File: src/hdl/swsc_pkg.sv
// Package with shared types, constants and character helpers for the classifier.
package swsc_pkg;

  localparam int DEPTH_BITS_DEF = 8;
  localparam int QUEUE_DEPTH    = 2;

  typedef enum logic [1:0] {
    PH_LEAD = 2'd0,
    PH_WORD = 2'd1,
    PH_CTE  = 2'd2
  } phase_t;

  typedef enum logic [1:0] {
    CM_NONE  = 2'd0,
    CM_LINE  = 2'd1,
    CM_BLOCK = 2'd2,
    CM_STAR  = 2'd3
  } cmt_t;

  // Word carried from the front part to the result queue.
  typedef struct packed {
    logic is_write;
  } res_t;

  function automatic logic [7:0] to_upper(input logic [7:0] c);
    logic [7:0] r;
    r = c;
    if (c >= 8'h61 && c <= 8'h7a) begin
      r = c - 8'd32;
    end
    return r;
  endfunction

  function automatic logic is_word(input logic [7:0] c);
    return (c >= 8'h30 && c <= 8'h39) || (c >= 8'h41 && c <= 8'h5a) ||
           (c >= 8'h61 && c <= 8'h7a) || c == 8'h5f;
  endfunction

  function automatic logic is_blank(input logic [7:0] c);
    return c == 8'h20 || (c >= 8'd9 && c <= 8'd13);
  endfunction

endpackage

File: src/hdl/swsc_front.sv
// Front part: scans text bytes and produces one verdict word per statement.
module swsc_front import swsc_pkg::*; #(
  parameter int DEPTH_BITS = DEPTH_BITS_DEF
) (
  input  logic       clk,
  input  logic       rst_n,
  input  logic       byte_vld,
  input  logic [7:0] text_byte,
  input  logic       last_byte,
  output logic       res_vld,
  output res_t       res
);

  logic [7:0][7:0]       hist_r, hist_nxt;
  logic [7:0]            flag_r, flag_nxt;
  phase_t                phase_r, phase_nxt;
  cmt_t                  cmt_r, cmt_nxt;
  logic [7:0]            held_r, held_nxt;
  logic [3:0]            cnt_r, cnt_nxt;
  logic [DEPTH_BITS-1:0] depth_r, depth_nxt;
  logic                  dec_r, dec_nxt;
  logic                  verd_r, verd_nxt;

  localparam logic [DEPTH_BITS-1:0] DMAX = {DEPTH_BITS{1'b1}};

  // Fourteen write keywords against a first word held in arrival order.
  function automatic logic word_match(input logic [7:0][7:0] h, input logic [3:0] n,
                                      input logic [7:0] tail);
    logic [8:0][7:0] u;
    logic            m;
    for (int i = 0; i < 9; i++) begin
      u[i] = 8'h00;
    end
    for (int i = 0; i < 8; i++) begin
      if (4'(i) < n) begin
        u[i] = to_upper(h[i]);
      end
    end
    u[n] = to_upper(tail);
    m = 1'b0;
    if (u[5:0] == {"T","R","E","S","N","I"} && !is_word(u[6])) m = 1'b1;
    if (u[5:0] == {"E","T","A","D","P","U"} && !is_word(u[6])) m = 1'b1;
    if (u[5:0] == {"E","T","E","L","E","D"} && !is_word(u[6])) m = 1'b1;
    if (u[4:0] == {"E","G","R","E","M"} && !is_word(u[5])) m = 1'b1;
    if (u[5:0] == {"E","T","A","E","R","C"} && !is_word(u[6])) m = 1'b1;
    if (u[3:0] == {"P","O","R","D"} && !is_word(u[4])) m = 1'b1;
    if (u[4:0] == {"R","E","T","L","A"} && !is_word(u[5])) m = 1'b1;
    if (u[7:0] == {"E","T","A","C","N","U","R","T"} && !is_word(u[8])) m = 1'b1;
    if (u[4:0] == {"T","N","A","R","G"} && !is_word(u[5])) m = 1'b1;
    if (u[5:0] == {"E","K","O","V","E","R"} && !is_word(u[6])) m = 1'b1;
    if (u[6:0] == {"T","N","E","M","M","O","C"} && !is_word(u[7])) m = 1'b1;
    if (u[3:0] == {"L","L","A","C"} && !is_word(u[4])) m = 1'b1;
    if (u[6:0] == {"H","S","E","R","F","E","R"} && !is_word(u[7])) m = 1'b1;
    if (u[6:0] == {"E","Z","Y","L","A","N","A"} && !is_word(u[7])) m = 1'b1;
    return m;
  endfunction

  // WITH-scan hit: bit 1 hit, bit 0 write verdict. History is newest first.
  function automatic logic [1:0] cte_hit(input logic [7:0][7:0] h, input logic [7:0] f,
                                         input logic [7:0] b);
    logic [7:0][7:0] u;
    logic [1:0]      r;
    for (int i = 0; i < 8; i++) begin
      u[i] = to_upper(h[i]);
    end
    r = 2'b00;
    if (!is_word(b)) begin
      if (f[5] && u[5:0] == {"I","N","S","E","R","T"}) r = 2'b11;
      else if (f[5] && u[5:0] == {"U","P","D","A","T","E"}) r = 2'b11;
      else if (f[5] && u[5:0] == {"D","E","L","E","T","E"}) r = 2'b11;
      else if (f[4] && u[4:0] == {"M","E","R","G","E"}) r = 2'b11;
      else if (f[5] && u[5:0] == {"S","E","L","E","C","T"}) r = 2'b10;
    end
    return r;
  endfunction

  always_comb begin
    logic [7:0] b;
    logic       cm;
    logic       plain;
    logic       fl;
    logic [1:0] hit;
    logic       to_cte;
    b         = text_byte;
    hist_nxt  = hist_r;
    flag_nxt  = flag_r;
    phase_nxt = phase_r;
    cmt_nxt   = cmt_r;
    held_nxt  = held_r;
    cnt_nxt   = cnt_r;
    depth_nxt = depth_r;
    dec_nxt   = dec_r;
    verd_nxt  = verd_r;
    cm        = 1'b0;
    plain     = 1'b1;
    fl        = 1'b0;
    hit       = 2'b00;
    to_cte    = 1'b0;

    if (byte_vld && !dec_r) begin
      if (b == 8'h00) begin
        dec_nxt = 1'b1;
        case (phase_r)
          PH_WORD: verd_nxt = word_match(hist_r, cnt_r, 8'h00);
          PH_CTE: begin
            hit      = cte_hit(hist_r, flag_r, 8'h00);
            verd_nxt = hit[1] & hit[0];
          end
          default: verd_nxt = 1'b0;
        endcase
      end else begin
        if (phase_r == PH_WORD && cnt_r == 4'd4 &&
            to_upper(hist_r[0]) == "W" && to_upper(hist_r[1]) == "I" &&
            to_upper(hist_r[2]) == "T" && to_upper(hist_r[3]) == "H" && !is_word(b)) begin
          to_cte = 1'b1;
        end
        if (phase_r == PH_CTE || to_cte) begin
          logic [7:0][7:0] hh;
          logic [7:0]      ff;
          logic [DEPTH_BITS-1:0] dd;
          cmt_t            cc;
          logic [7:0]      ho;
          hh = to_cte ? '0 : hist_r;
          ff = to_cte ? '0 : flag_r;
          dd = to_cte ? '0 : depth_r;
          cc = to_cte ? CM_NONE : cmt_r;
          ho = to_cte ? 8'h00 : held_r;
          phase_nxt = PH_CTE;
          depth_nxt = dd;
          cmt_nxt   = cc;
          held_nxt  = ho;
          hit = cte_hit(hh, ff, b);
          if (hit[1]) begin
            dec_nxt  = 1'b1;
            verd_nxt = hit[0];
          end else begin
            case (cc)
              CM_LINE: begin
                cm = 1'b1;
                if (b == 8'h0a) cmt_nxt = CM_NONE;
              end
              CM_BLOCK: begin
                cm = 1'b1;
                if (b == 8'h2a) cmt_nxt = CM_STAR;
              end
              CM_STAR: begin
                cm = 1'b1;
                if (b == 8'h2f) cmt_nxt = CM_NONE;
                else if (b != 8'h2a) cmt_nxt = CM_BLOCK;
              end
              default: cm = 1'b0;
            endcase
            if (!cm) begin
              if (ho != 8'h00) begin
                held_nxt = 8'h00;
                if (ho == 8'h2d && b == 8'h2d) begin
                  cmt_nxt = CM_LINE;
                  plain   = 1'b0;
                end else if (ho == 8'h2f && b == 8'h2a) begin
                  cmt_nxt = CM_BLOCK;
                  plain   = 1'b0;
                end
              end
              if (plain) begin
                if (b == 8'h28) begin
                  if (dd != DMAX) depth_nxt = dd + 1'b1;
                end else if (b == 8'h29) begin
                  if (dd != '0) depth_nxt = dd - 1'b1;
                end else if (dd == '0) begin
                  if (b == 8'h2d || b == 8'h2f) held_nxt = b;
                  else if (!is_blank(b)) fl = 1'b1;
                end
              end
            end
            hist_nxt = {hh[6:0], b};
            flag_nxt = {ff[6:0], fl};
          end
        end else if (phase_r == PH_WORD) begin
          if (cnt_r < 4'd8) begin
            hist_nxt[cnt_r[2:0]] = b;
            cnt_nxt              = cnt_r + 4'd1;
          end else begin
            dec_nxt  = 1'b1;
            verd_nxt = word_match(hist_r, cnt_r, b);
          end
        end else begin
          case (cmt_r)
            CM_LINE: begin
              cm = 1'b1;
              if (b == 8'h0a) cmt_nxt = CM_NONE;
            end
            CM_BLOCK: begin
              cm = 1'b1;
              if (b == 8'h2a) cmt_nxt = CM_STAR;
            end
            CM_STAR: begin
              cm = 1'b1;
              if (b == 8'h2f) cmt_nxt = CM_NONE;
              else if (b != 8'h2a) cmt_nxt = CM_BLOCK;
            end
            default: cm = 1'b0;
          endcase
          if (!cm) begin
            if (held_r != 8'h00) begin
              held_nxt = 8'h00;
              if (held_r == 8'h2d && b == 8'h2d) cmt_nxt = CM_LINE;
              else if (held_r == 8'h2f && b == 8'h2a) cmt_nxt = CM_BLOCK;
              else begin
                dec_nxt  = 1'b1;
                verd_nxt = 1'b0;
              end
            end else if (is_blank(b)) begin
              held_nxt = 8'h00;
            end else if (b == 8'h2d || b == 8'h2f) begin
              held_nxt = b;
            end else begin
              hist_nxt[0] = b;
              cnt_nxt     = 4'd1;
              phase_nxt   = PH_WORD;
            end
          end
        end
      end
    end
  end

  // Verdict at the last byte, taking end of text into account.
  always_comb begin
    logic [1:0] h2;
    res.is_write = verd_nxt;
    h2 = cte_hit(hist_nxt, flag_nxt, 8'h00);
    if (!dec_nxt) begin
      case (phase_nxt)
        PH_WORD: res.is_write = word_match(hist_nxt, cnt_nxt, 8'h00);
        PH_CTE:  res.is_write = h2[1] & h2[0];
        default: res.is_write = 1'b0;
      endcase
    end
    res_vld = byte_vld && last_byte;
  end

  always_ff @(posedge clk) begin
    if (!rst_n || (byte_vld && last_byte)) begin
      hist_r  <= '0;
      flag_r  <= '0;
      phase_r <= PH_LEAD;
      cmt_r   <= CM_NONE;
      held_r  <= 8'h00;
      cnt_r   <= 4'd0;
      depth_r <= '0;
      dec_r   <= 1'b0;
      verd_r  <= 1'b0;
    end else begin
      hist_r  <= hist_nxt;
      flag_r  <= flag_nxt;
      phase_r <= phase_nxt;
      cmt_r   <= cmt_nxt;
      held_r  <= held_nxt;
      cnt_r   <= cnt_nxt;
      depth_r <= depth_nxt;
      dec_r   <= dec_nxt;
      verd_r  <= verd_nxt;
    end
  end

endmodule

File: src/hdl/swsc_queue.sv
// Result queue between the scanner and the output side.
module swsc_queue import swsc_pkg::*; (
  input  logic clk,
  input  logic rst_n,
  input  logic wr_en,
  input  res_t wr_data,
  output logic full,
  input  logic rd_en,
  output logic empty,
  output res_t rd_data
);

  localparam int AW = $clog2(QUEUE_DEPTH);

  res_t          mem_r [QUEUE_DEPTH];
  logic [AW-1:0] wp_r, rp_r;
  logic [AW:0]   cnt_r;

  assign full    = cnt_r == (AW+1)'(QUEUE_DEPTH);
  assign empty   = cnt_r == '0;
  assign rd_data = mem_r[rp_r];

  always_ff @(posedge clk) begin
    if (wr_en) begin
      mem_r[wp_r] <= wr_data;
    end
  end

  always_ff @(posedge clk) begin
    if (!rst_n) begin
      wp_r  <= '0;
      rp_r  <= '0;
      cnt_r <= '0;
    end else begin
      if (wr_en) wp_r <= wp_r + 1'b1;
      if (rd_en) rp_r <= rp_r + 1'b1;
      cnt_r <= cnt_r + (AW+1)'(wr_en) - (AW+1)'(rd_en);
    end
  end

endmodule

File: src/hdl/sql_write_statement_classifier.sv
// Top level of the SQL write-statement classifier.
// Each text byte is scanned in the cycle it is pushed, so one byte is taken per clock;
// the verdict word for a statement enters a two-word result queue in the cycle its last
// byte is pushed and can be popped on the next cycle. full is high whenever that queue
// holds two unread verdicts, and then no byte is taken, even one that ends no statement.
module sql_write_statement_classifier import swsc_pkg::*; #(
  parameter int DEPTH_BITS = DEPTH_BITS_DEF
) (
  input  logic       clk,
  input  logic       rst_n,
  input  logic       in_push,
  output logic       in_full,
  input  logic [7:0] in_text_byte,
  input  logic       in_last_byte,
  output logic       out_empty,
  input  logic       out_pop,
  output logic       out_is_write
);

  logic q_full;
  logic acc;
  logic res_vld;
  res_t res;
  res_t q_data;

  // Only a statement-ending byte needs room in the queue; full is held conservatively.
  assign in_full = q_full;
  assign acc     = in_push && !q_full;

  swsc_front #(.DEPTH_BITS(DEPTH_BITS)) u_front (
    .clk       (clk),
    .rst_n     (rst_n),
    .byte_vld  (acc),
    .text_byte (in_text_byte),
    .last_byte (in_last_byte),
    .res_vld   (res_vld),
    .res       (res)
  );

  swsc_queue u_queue (
    .clk     (clk),
    .rst_n   (rst_n),
    .wr_en   (res_vld),
    .wr_data (res),
    .full    (q_full),
    .rd_en   (out_pop && !out_empty),
    .empty   (out_empty),
    .rd_data (q_data)
  );

  assign out_is_write = q_data.is_write;

endmodule
File: config.mk
export PLATFORM = sky130hd
export DESIGN_NAME = sql_write_statement_classifier
export DESIGN_NICKNAME = d
export VERILOG_FILES = /design/src/hdl/swsc_pkg.sv /design/src/hdl/swsc_front.sv /design/src/hdl/swsc_queue.sv /design/src/hdl/sql_write_statement_classifier.sv
export SDC_FILE = /design/constraint.sdc
export NUM_CORES = 1
export LEC_CHECK = 0
export ABC_CLOCK_PERIOD_IN_PS = 20400
export BUFFER_PORTS_ARGS = -buffer_cell sky130_fd_sc_hd__buf_2
export CAP_MARGIN = 5
export CORE_MARGIN = 2
export CORE_UTILIZATION = 30
export CTS_BUF_LIST = sky130_fd_sc_hd__clkbuf_4
export CTS_CLUSTER_SIZE = 12
export DETAILED_ROUTE_END_ITERATION = 10
export PLACE_DENSITY = 0.51
export SLEW_MARGIN = 30
export SYNTH_ARGS = -nofsm -noshare
export SYNTH_HDL_FRONTEND = slang
export SYNTH_SLANG_ARGS = --single-unit
File: constraint.sdc
create_clock -name clk -period 20.4 [get_ports clk]
set_input_delay 4.08 -clock clk [delete_from_list [all_inputs] [get_ports clk]]
set_output_delay 4.08 -clock clk [all_outputs]
set_load 0.1 [all_outputs]
==> results.cfg, run 1 <==
[sta]
setup_viol = 0
tns_ns = 0
min_period_over_period_pct = 58.9
worst_pin_slew_ns = 1.22
fin_skew_ns = 0.0210
period_minus_slack_ns = 12.01
relSlewSlack_pct = 18.8
fmax_ghz = 0.0832
rsz0062_at_grt = false
timing_hold_violations_final = 0
slew_violations = 0

[cts]
cts_resized = 0
cts_made_buffers = 9
clk_latency_ns = 0.59
cts.hold.buffers_added = 0
postCtsSetupRepairBufs = 0
clkTransAtPathRegs_ns = 0.19
root_buffer = clkbuf_4
clock_sinks = 103
cts_max_level = 3
tritoncts = built
clock_path_buffers = 2

[setup_path]
slowest_stage = a21o_1
cp.arrival_ns = 12.36
cp_num_buf_inv = 4
critical_path_class = in -> reg
crit_path_end_kind = register
crit_path_frequent_cell = nand2_1
crit_fanout = 39
crit_family = simple AND/OR/NAND/NOR gates
slowest_delay_ns = 0.73
r2r_slack_ns = 11.65
crit_required_ns = 20.75
crit_path_start_kind = input pin

[detailed_routing]
drc_errors = 0
wl_per_cell_um = 32.3
vias = 18200
detail-route-antenna-nets = 0
vias_per_cell = 6.91
wirelength_um = 85200
dr.pass1.iters = 6
drtIter0Drc = 2395

[synthesis]
synth_nets = 2140
syn_avg_cell_area_um2 = 6.49
synth.area.top_cells = dfxtp_1, nor2_1, nand2_1
mappedNetlistArea_mm2 = 0.0136
yosys_warnings = 0
synthCells = 2089
synth_seq_cells = 103
async_flop_share_pct = 0
synth_top_cell_area_share_pct = 14.9
yosysMostFrequentCell = nor2_1
ys_seq_area_share_pct = 15.3
synth_ff_type = dfxtp_1
synth_top_cells_by_count = nor2_1, nand2_1, a21oi_1
synth_edf_count = 2
synth_top_cell_by_area = dfxtp_1
synth.distinct_cells = 100

[power]
leakagePower_nw = 4.55
peakVddDrop_uv = 31.1
fin_total_pwr_mw = 0.555
power.density_mw_per_mm2 = 38.3

[cells_and_area]
fillers = 4955
design_area_mm2 = 0.0145
drive_above_1_share_pct = 8.08
finalCoreUtilization_pct = 32.6
nNetsFinal = 2088
syn_to_final_growth_pct = 6.83

[grt]
grt_max_degree = 71
antenna_found_initial = 4
first_global_vias = 17200
grtUsageTotal_pct = 35.2
grt_pass1_wl_um = 122000
overflow = 0

[die]
die_w_um = 217
rows = 77
die_area_mm2 = 0.0469
start_util_pct = 30.5
die_h_um = 217
ios = 16
core-area_mm2 = 0.0444

[min_path]
hp-class = reg -> reg

[place]
gp_congestion = 1.04
post_dp_cell_area_mm2 = 0.0143
hpwl_um = 65000
portBuffers = 15

[run]
maxCapViolCount = 0

[status]
status = complete, no violations
-- flip-flops by register name, summed over array words and instances (netlist names), 2 cells and up, named ones only --
name	flops
u_queue.cnt_r	2
u_front.cmt_r	2
u_front.depth_r	8
u_front.hist_r	64
u_front.flag_r	6
u_queue.mem_r	2
u_front.held_r	8
u_front.cnt_r	4
u_front.phase_r	2
-- placed cells by master (no fill, tap or decap), types with 10 or more instances in the layout --
| master | n |
|---|---|
| a22o_1 | 11 |
| o21a_1 | 14 |
| nor3b_1 | 10 |
| dfxtp_1 | 101 |
| nor3_1 | 94 |
| buf_2 | 15 |
| nor2_1 | 269 |
| nand2b_1 | 25 |
| nand3b_1 | 17 |
| nand4b_1 | 12 |
| o211ai_1 | 20 |
| a22oi_1 | 30 |
| inv_1 | 66 |
| a31oi_1 | 29 |
| o22ai_1 | 20 |
| a221o_1 | 11 |
| and3_1 | 35 |
| a211oi_1 | 17 |
| or4_1 | 20 |
| buf_4 | 64 |
| and4_1 | 13 |
| o21ai_0 | 111 |
| and2_1 | 39 |
| o31ai_1 | 16 |
| a21o_1 | 21 |
| nor4_1 | 61 |
| nor4b_1 | 10 |
| nand3_1 | 109 |
| a211o_1 | 12 |
| nand2_1 | 224 |
| a21oi_1 | 116 |
| or3_1 | 26 |
| nor2b_1 | 27 |
| or2_2 | 17 |
| a21boi_0 | 12 |
| ha_1 | 38 |
| nand4_1 | 76 |
-- final cells by class --
| class | instances | area, µm² | area share, % |
|---|---|---|---|
| Antenna cell | 3 | 7.51 | 0.0518 |
| Tap cell | 592 | 741 | 5.11 |
| Sequential cell | 103 | 2080 | 14.4 |
| Inverter | 68 | 255 | 1.76 |
| Timing Repair Buffer | 79 | 556 | 3.83 |
| Clock inverter | 7 | 67.6 | 0.466 |
| Clock buffer | 9 | 67.6 | 0.466 |
| Multi-Input combinational cell | 1776 | 10700 | 73.9 |
-- stage by stage --
step                      worst slack, ns  hold WS [ns]  instances
final                                8.39         0.468       2637
after global routing                 7.96         0.495       2635
after CTS                            8.72         0.468       2634
after detailed placement             8.10         0.442       2618
after global placement               7.88         0.434       2618
after floorplan                      9.23         0.421       2089
-- power breakdown --
part | internal (mW) | switching [mW]
Sequential | 0.209 | 0.0102
Combinational | 0.0519 | 0.166
Clock | 0.0277 | 0.0898
-- worst min-delay path, delay by kind of cell, from the launching register on --
family          cells  cell delay [ns]
simple gates        1             0.05
compound gates      1             0.05
flops               1             0.35
-- logic make-up after synthesis --
| family | share of synthesized area [%] |
|---|---|
| simple gates | 43.2 |
| fa+ha+maj | 3.50 |
| mux | 1.02 |
| buf+inv | 6.16 |
| flops | 15.3 |
| compound gates | 30.1 |
| xor+xnor | 0.646 |
-- final timing paths --
check,startpoint,to,depth (start not counted)
max,in_text_byte[1],u_queue.mem_r[0]$_DFFE_PP_,26
min,u_front.flag_r[3]$_SDFFE_PP0P_,u_front.flag_r[3]$_SDFFE_PP0P_,2
max reg2reg,u_front.hist_r[26]$_SDFF_PP0_,u_queue.mem_r[0]$_DFFE_PP_,26
min reg2reg,u_front.flag_r[3]$_SDFFE_PP0P_,u_front.flag_r[3]$_SDFFE_PP0P_,2
-- routing by layer --
layer | share of wire, % | up-vias | wire length, µm | track usage, %
met1 | 39 | 8780 | 33300 | 44.3
met4 | 7.3 | 2 | 6230 | 23.6
met5 | 0.020 | - | 17 | 0
met3 | 11 | 334 | 8950 | 7.93
met2 | 43 | 1280 | 36600 | 53.8
li1 | - | 7837 | - | -
Power figures use the tool's default switching activity.
==> run 2, diff against run 1 <==
- ABC_CLOCK_PERIOD_IN_PS: 20400 -> 11200
- clock period: 20.4 -> 11.2 ns (I/O delays scaled with it)
==> run 2 against run 1 <==
Compared with the run above: largest cell class unchanged; combinational power is 80% higher; routed wire length is 2.8% lower; count of clock-buffer cells in the layout is 1 higher; register-to-register slack worse by 9.2 ns; via count is 0.84% higher; critical path type unchanged; largest power group unchanged.
==> results.cfg, run 2 (same netlist as run 1, synthesis figures left out) <==
[status]
status = complete, no violations

[sta]
fmax_ghz = 0.101
setup_viol = 0
timing_hold_violations_final = 0
slew_violations = 0
rsz0062_at_grt = false
fin_skew_ns = 0.0374
hold_ws_ns = 0.474
worst_pin_slew_ns = 1.07
relSlewSlack_pct = 26.9
setup_slack_ns = 1.26
period_minus_slack_ns = 9.94
min_period_over_period_pct = 88.7
tns_ns = 0

[cells_and_area]
syn_to_final_growth_pct = 6.88
final_cell_mix = nor2_1, nand2_1, a21oi_1
drive_above_1_share_pct = 8.11
instances_no_fill = 2640
nNetsFinal = 2092
design_area_mm2 = 0.0145
finalCoreUtilization_pct = 32.6
largest_reg_flops = 64
top_register = u_front.hist_r
final_common_cell = nor2_1
reg_top3 = u_front.hist_r (64), u_front.depth_r (8), u_front.held_r (8)

[place]
gp_congestion = 1.06
portBuffers = 15
dp.cells = 2622
hpwl_um = 63700
post_dp_cell_area_mm2 = 0.0143
post-place-ws_ns = 1.03

[die]
die_h_um = 217
die_w_um = 217
rows = 77
start_util_pct = 30.5
die_area_mm2 = 0.0469
ios = 16
core-area_mm2 = 0.0444

[power]
peakVddDrop_uv = 54.1
fin_total_pwr_mw = 1.01
leakagePower_nw = 4.57
power.density_mw_per_mm2 = 69.4

[cts]
clock_path_buffers = 2
cts_max_level = 3
postCtsSetupRepairBufs = 0
tritoncts = built
clk_latency_ns = 0.59
root_buffer = clkbuf_4
cts_made_buffers = 9
clkTransAtPathRegs_ns = 0.18
cts.hold.buffers_added = 0
clock_sinks = 103
cts_resized = 0

[grt]
overflow = 0
grtUsageTotal_pct = 34.3
grt_pass1_wl_um = 119000
antenna_found_initial = 1
grt_max_degree = 49
first_global_vias = 17200

[setup_path]
r2r-end = u_queue.mem_r[0]$_DFFE_PP_
crit_family = simple AND/OR/NAND/NOR gates
crit_path_end_kind = register
slowest_delay_ns = 0.56
crit_required_ns = 11.64
worstReg2RegStart = u_front.cnt_r[1]$_SDFF_PP0_
slowest_stage = nor4_1
crit_path_start = in_text_byte[4]
crit_fanout = 18
crit_path_start_kind = input pin
cp_num_buf_inv = 3
crit_path_frequent_cell = nand2_1
cp.arrival_ns = 10.38
r2r_slack_ns = 2.50
worstRegToRegCells = 31
critical_path_class = in -> reg

[min_path]
whs_path_depth = 2
hold_end = u_front.flag_r[3]$_SDFFE_PP0P_
hp-class = reg -> reg
min-delay-start = u_front.flag_r[3]$_SDFFE_PP0P_

[detailed_routing]
met1_length_um = 32500
wirelength_um = 82800
routed.top_layer = met4
vias_per_cell = 6.96
routed-wl-met3_um = 9130
drtIter0Drc = 2847
detail-route-antenna-nets = 0
dr.pass1.iters = 6
vias = 18400
dr_wl_met2_um = 35000
drc_errors = 0
wl_per_cell_um = 31.3

[run]
maxCapViolCount = 0
-- run 2: cell types whose count changed in the layout (fill, tap and decap cells not counted), moves of 2 or more --
| cell | previous run | this run |
|---|---|---|
| a2111oi_2 | 4 | 2 |
| o21ai_0 | 111 | 107 |
| a2111oi_0 | 4 | 6 |
| o21ai_2 | 2 | 4 |
| buf_4 | 64 | 68 |
| o21ai_1 | 8 | 10 |
-- run 2: layout make-up --
cell class / count / area [µm²]
Fill cell: 4920 / 29900
Timing Repair Buffer: 83 / 586
Clock inverter: 6 / 52.6
Clock buffer: 10 / 75.1
Multi-Input combinational cell: 1776 / 10700
Antenna cell: 2 / 5.00
Tap cell: 592 / 741
Sequential cell: 103 / 2080
Inverter: 68 / 255
-- run 2: per-layer routing --
layer | up-vias | GRT usage (%)
met5 | - | 0
met4 | 0 | 21.6
met3 | 357 | 7.66
met2 | 1422 | 52.4
met1 | 8770 | 43.6
li1 | 7837 | -
-- run 2: power breakdown --
group          switching [mW]  internal, mW
Combinational           0.296        0.0961
Clock                   0.157        0.0515
Sequential             0.0238         0.381
Total                   0.477         0.529
-- run 2: worst min-delay path, cell delays in order (launching register included) --
cell,delay (ns)
dfxtp_1,0.35
nand2_1,0.05
a21oi_1,0.05
-- run 2: how the worst max path moves through the flow --
| stage | endpoint | slack [ns] | cells after the start |
|---|---|---|---|
| floorplan | u_queue.mem_r[0]$_DFFE_PP_ | 1.87 | 34 |
| global placement | u_queue.mem_r[0]$_DFFE_PP_ | 1.09 | 29 |
| detailed placement | u_queue.mem_r[0]$_DFFE_PP_ | 1.03 | 31 |
| CTS | u_queue.mem_r[0]$_DFFE_PP_ | 1.61 | 31 |
| global route | u_queue.mem_r[1]$_DFFE_PP_ | 0.87 | 32 |
| finish | u_queue.mem_r[0]$_DFFE_PP_ | 1.26 | 31 |
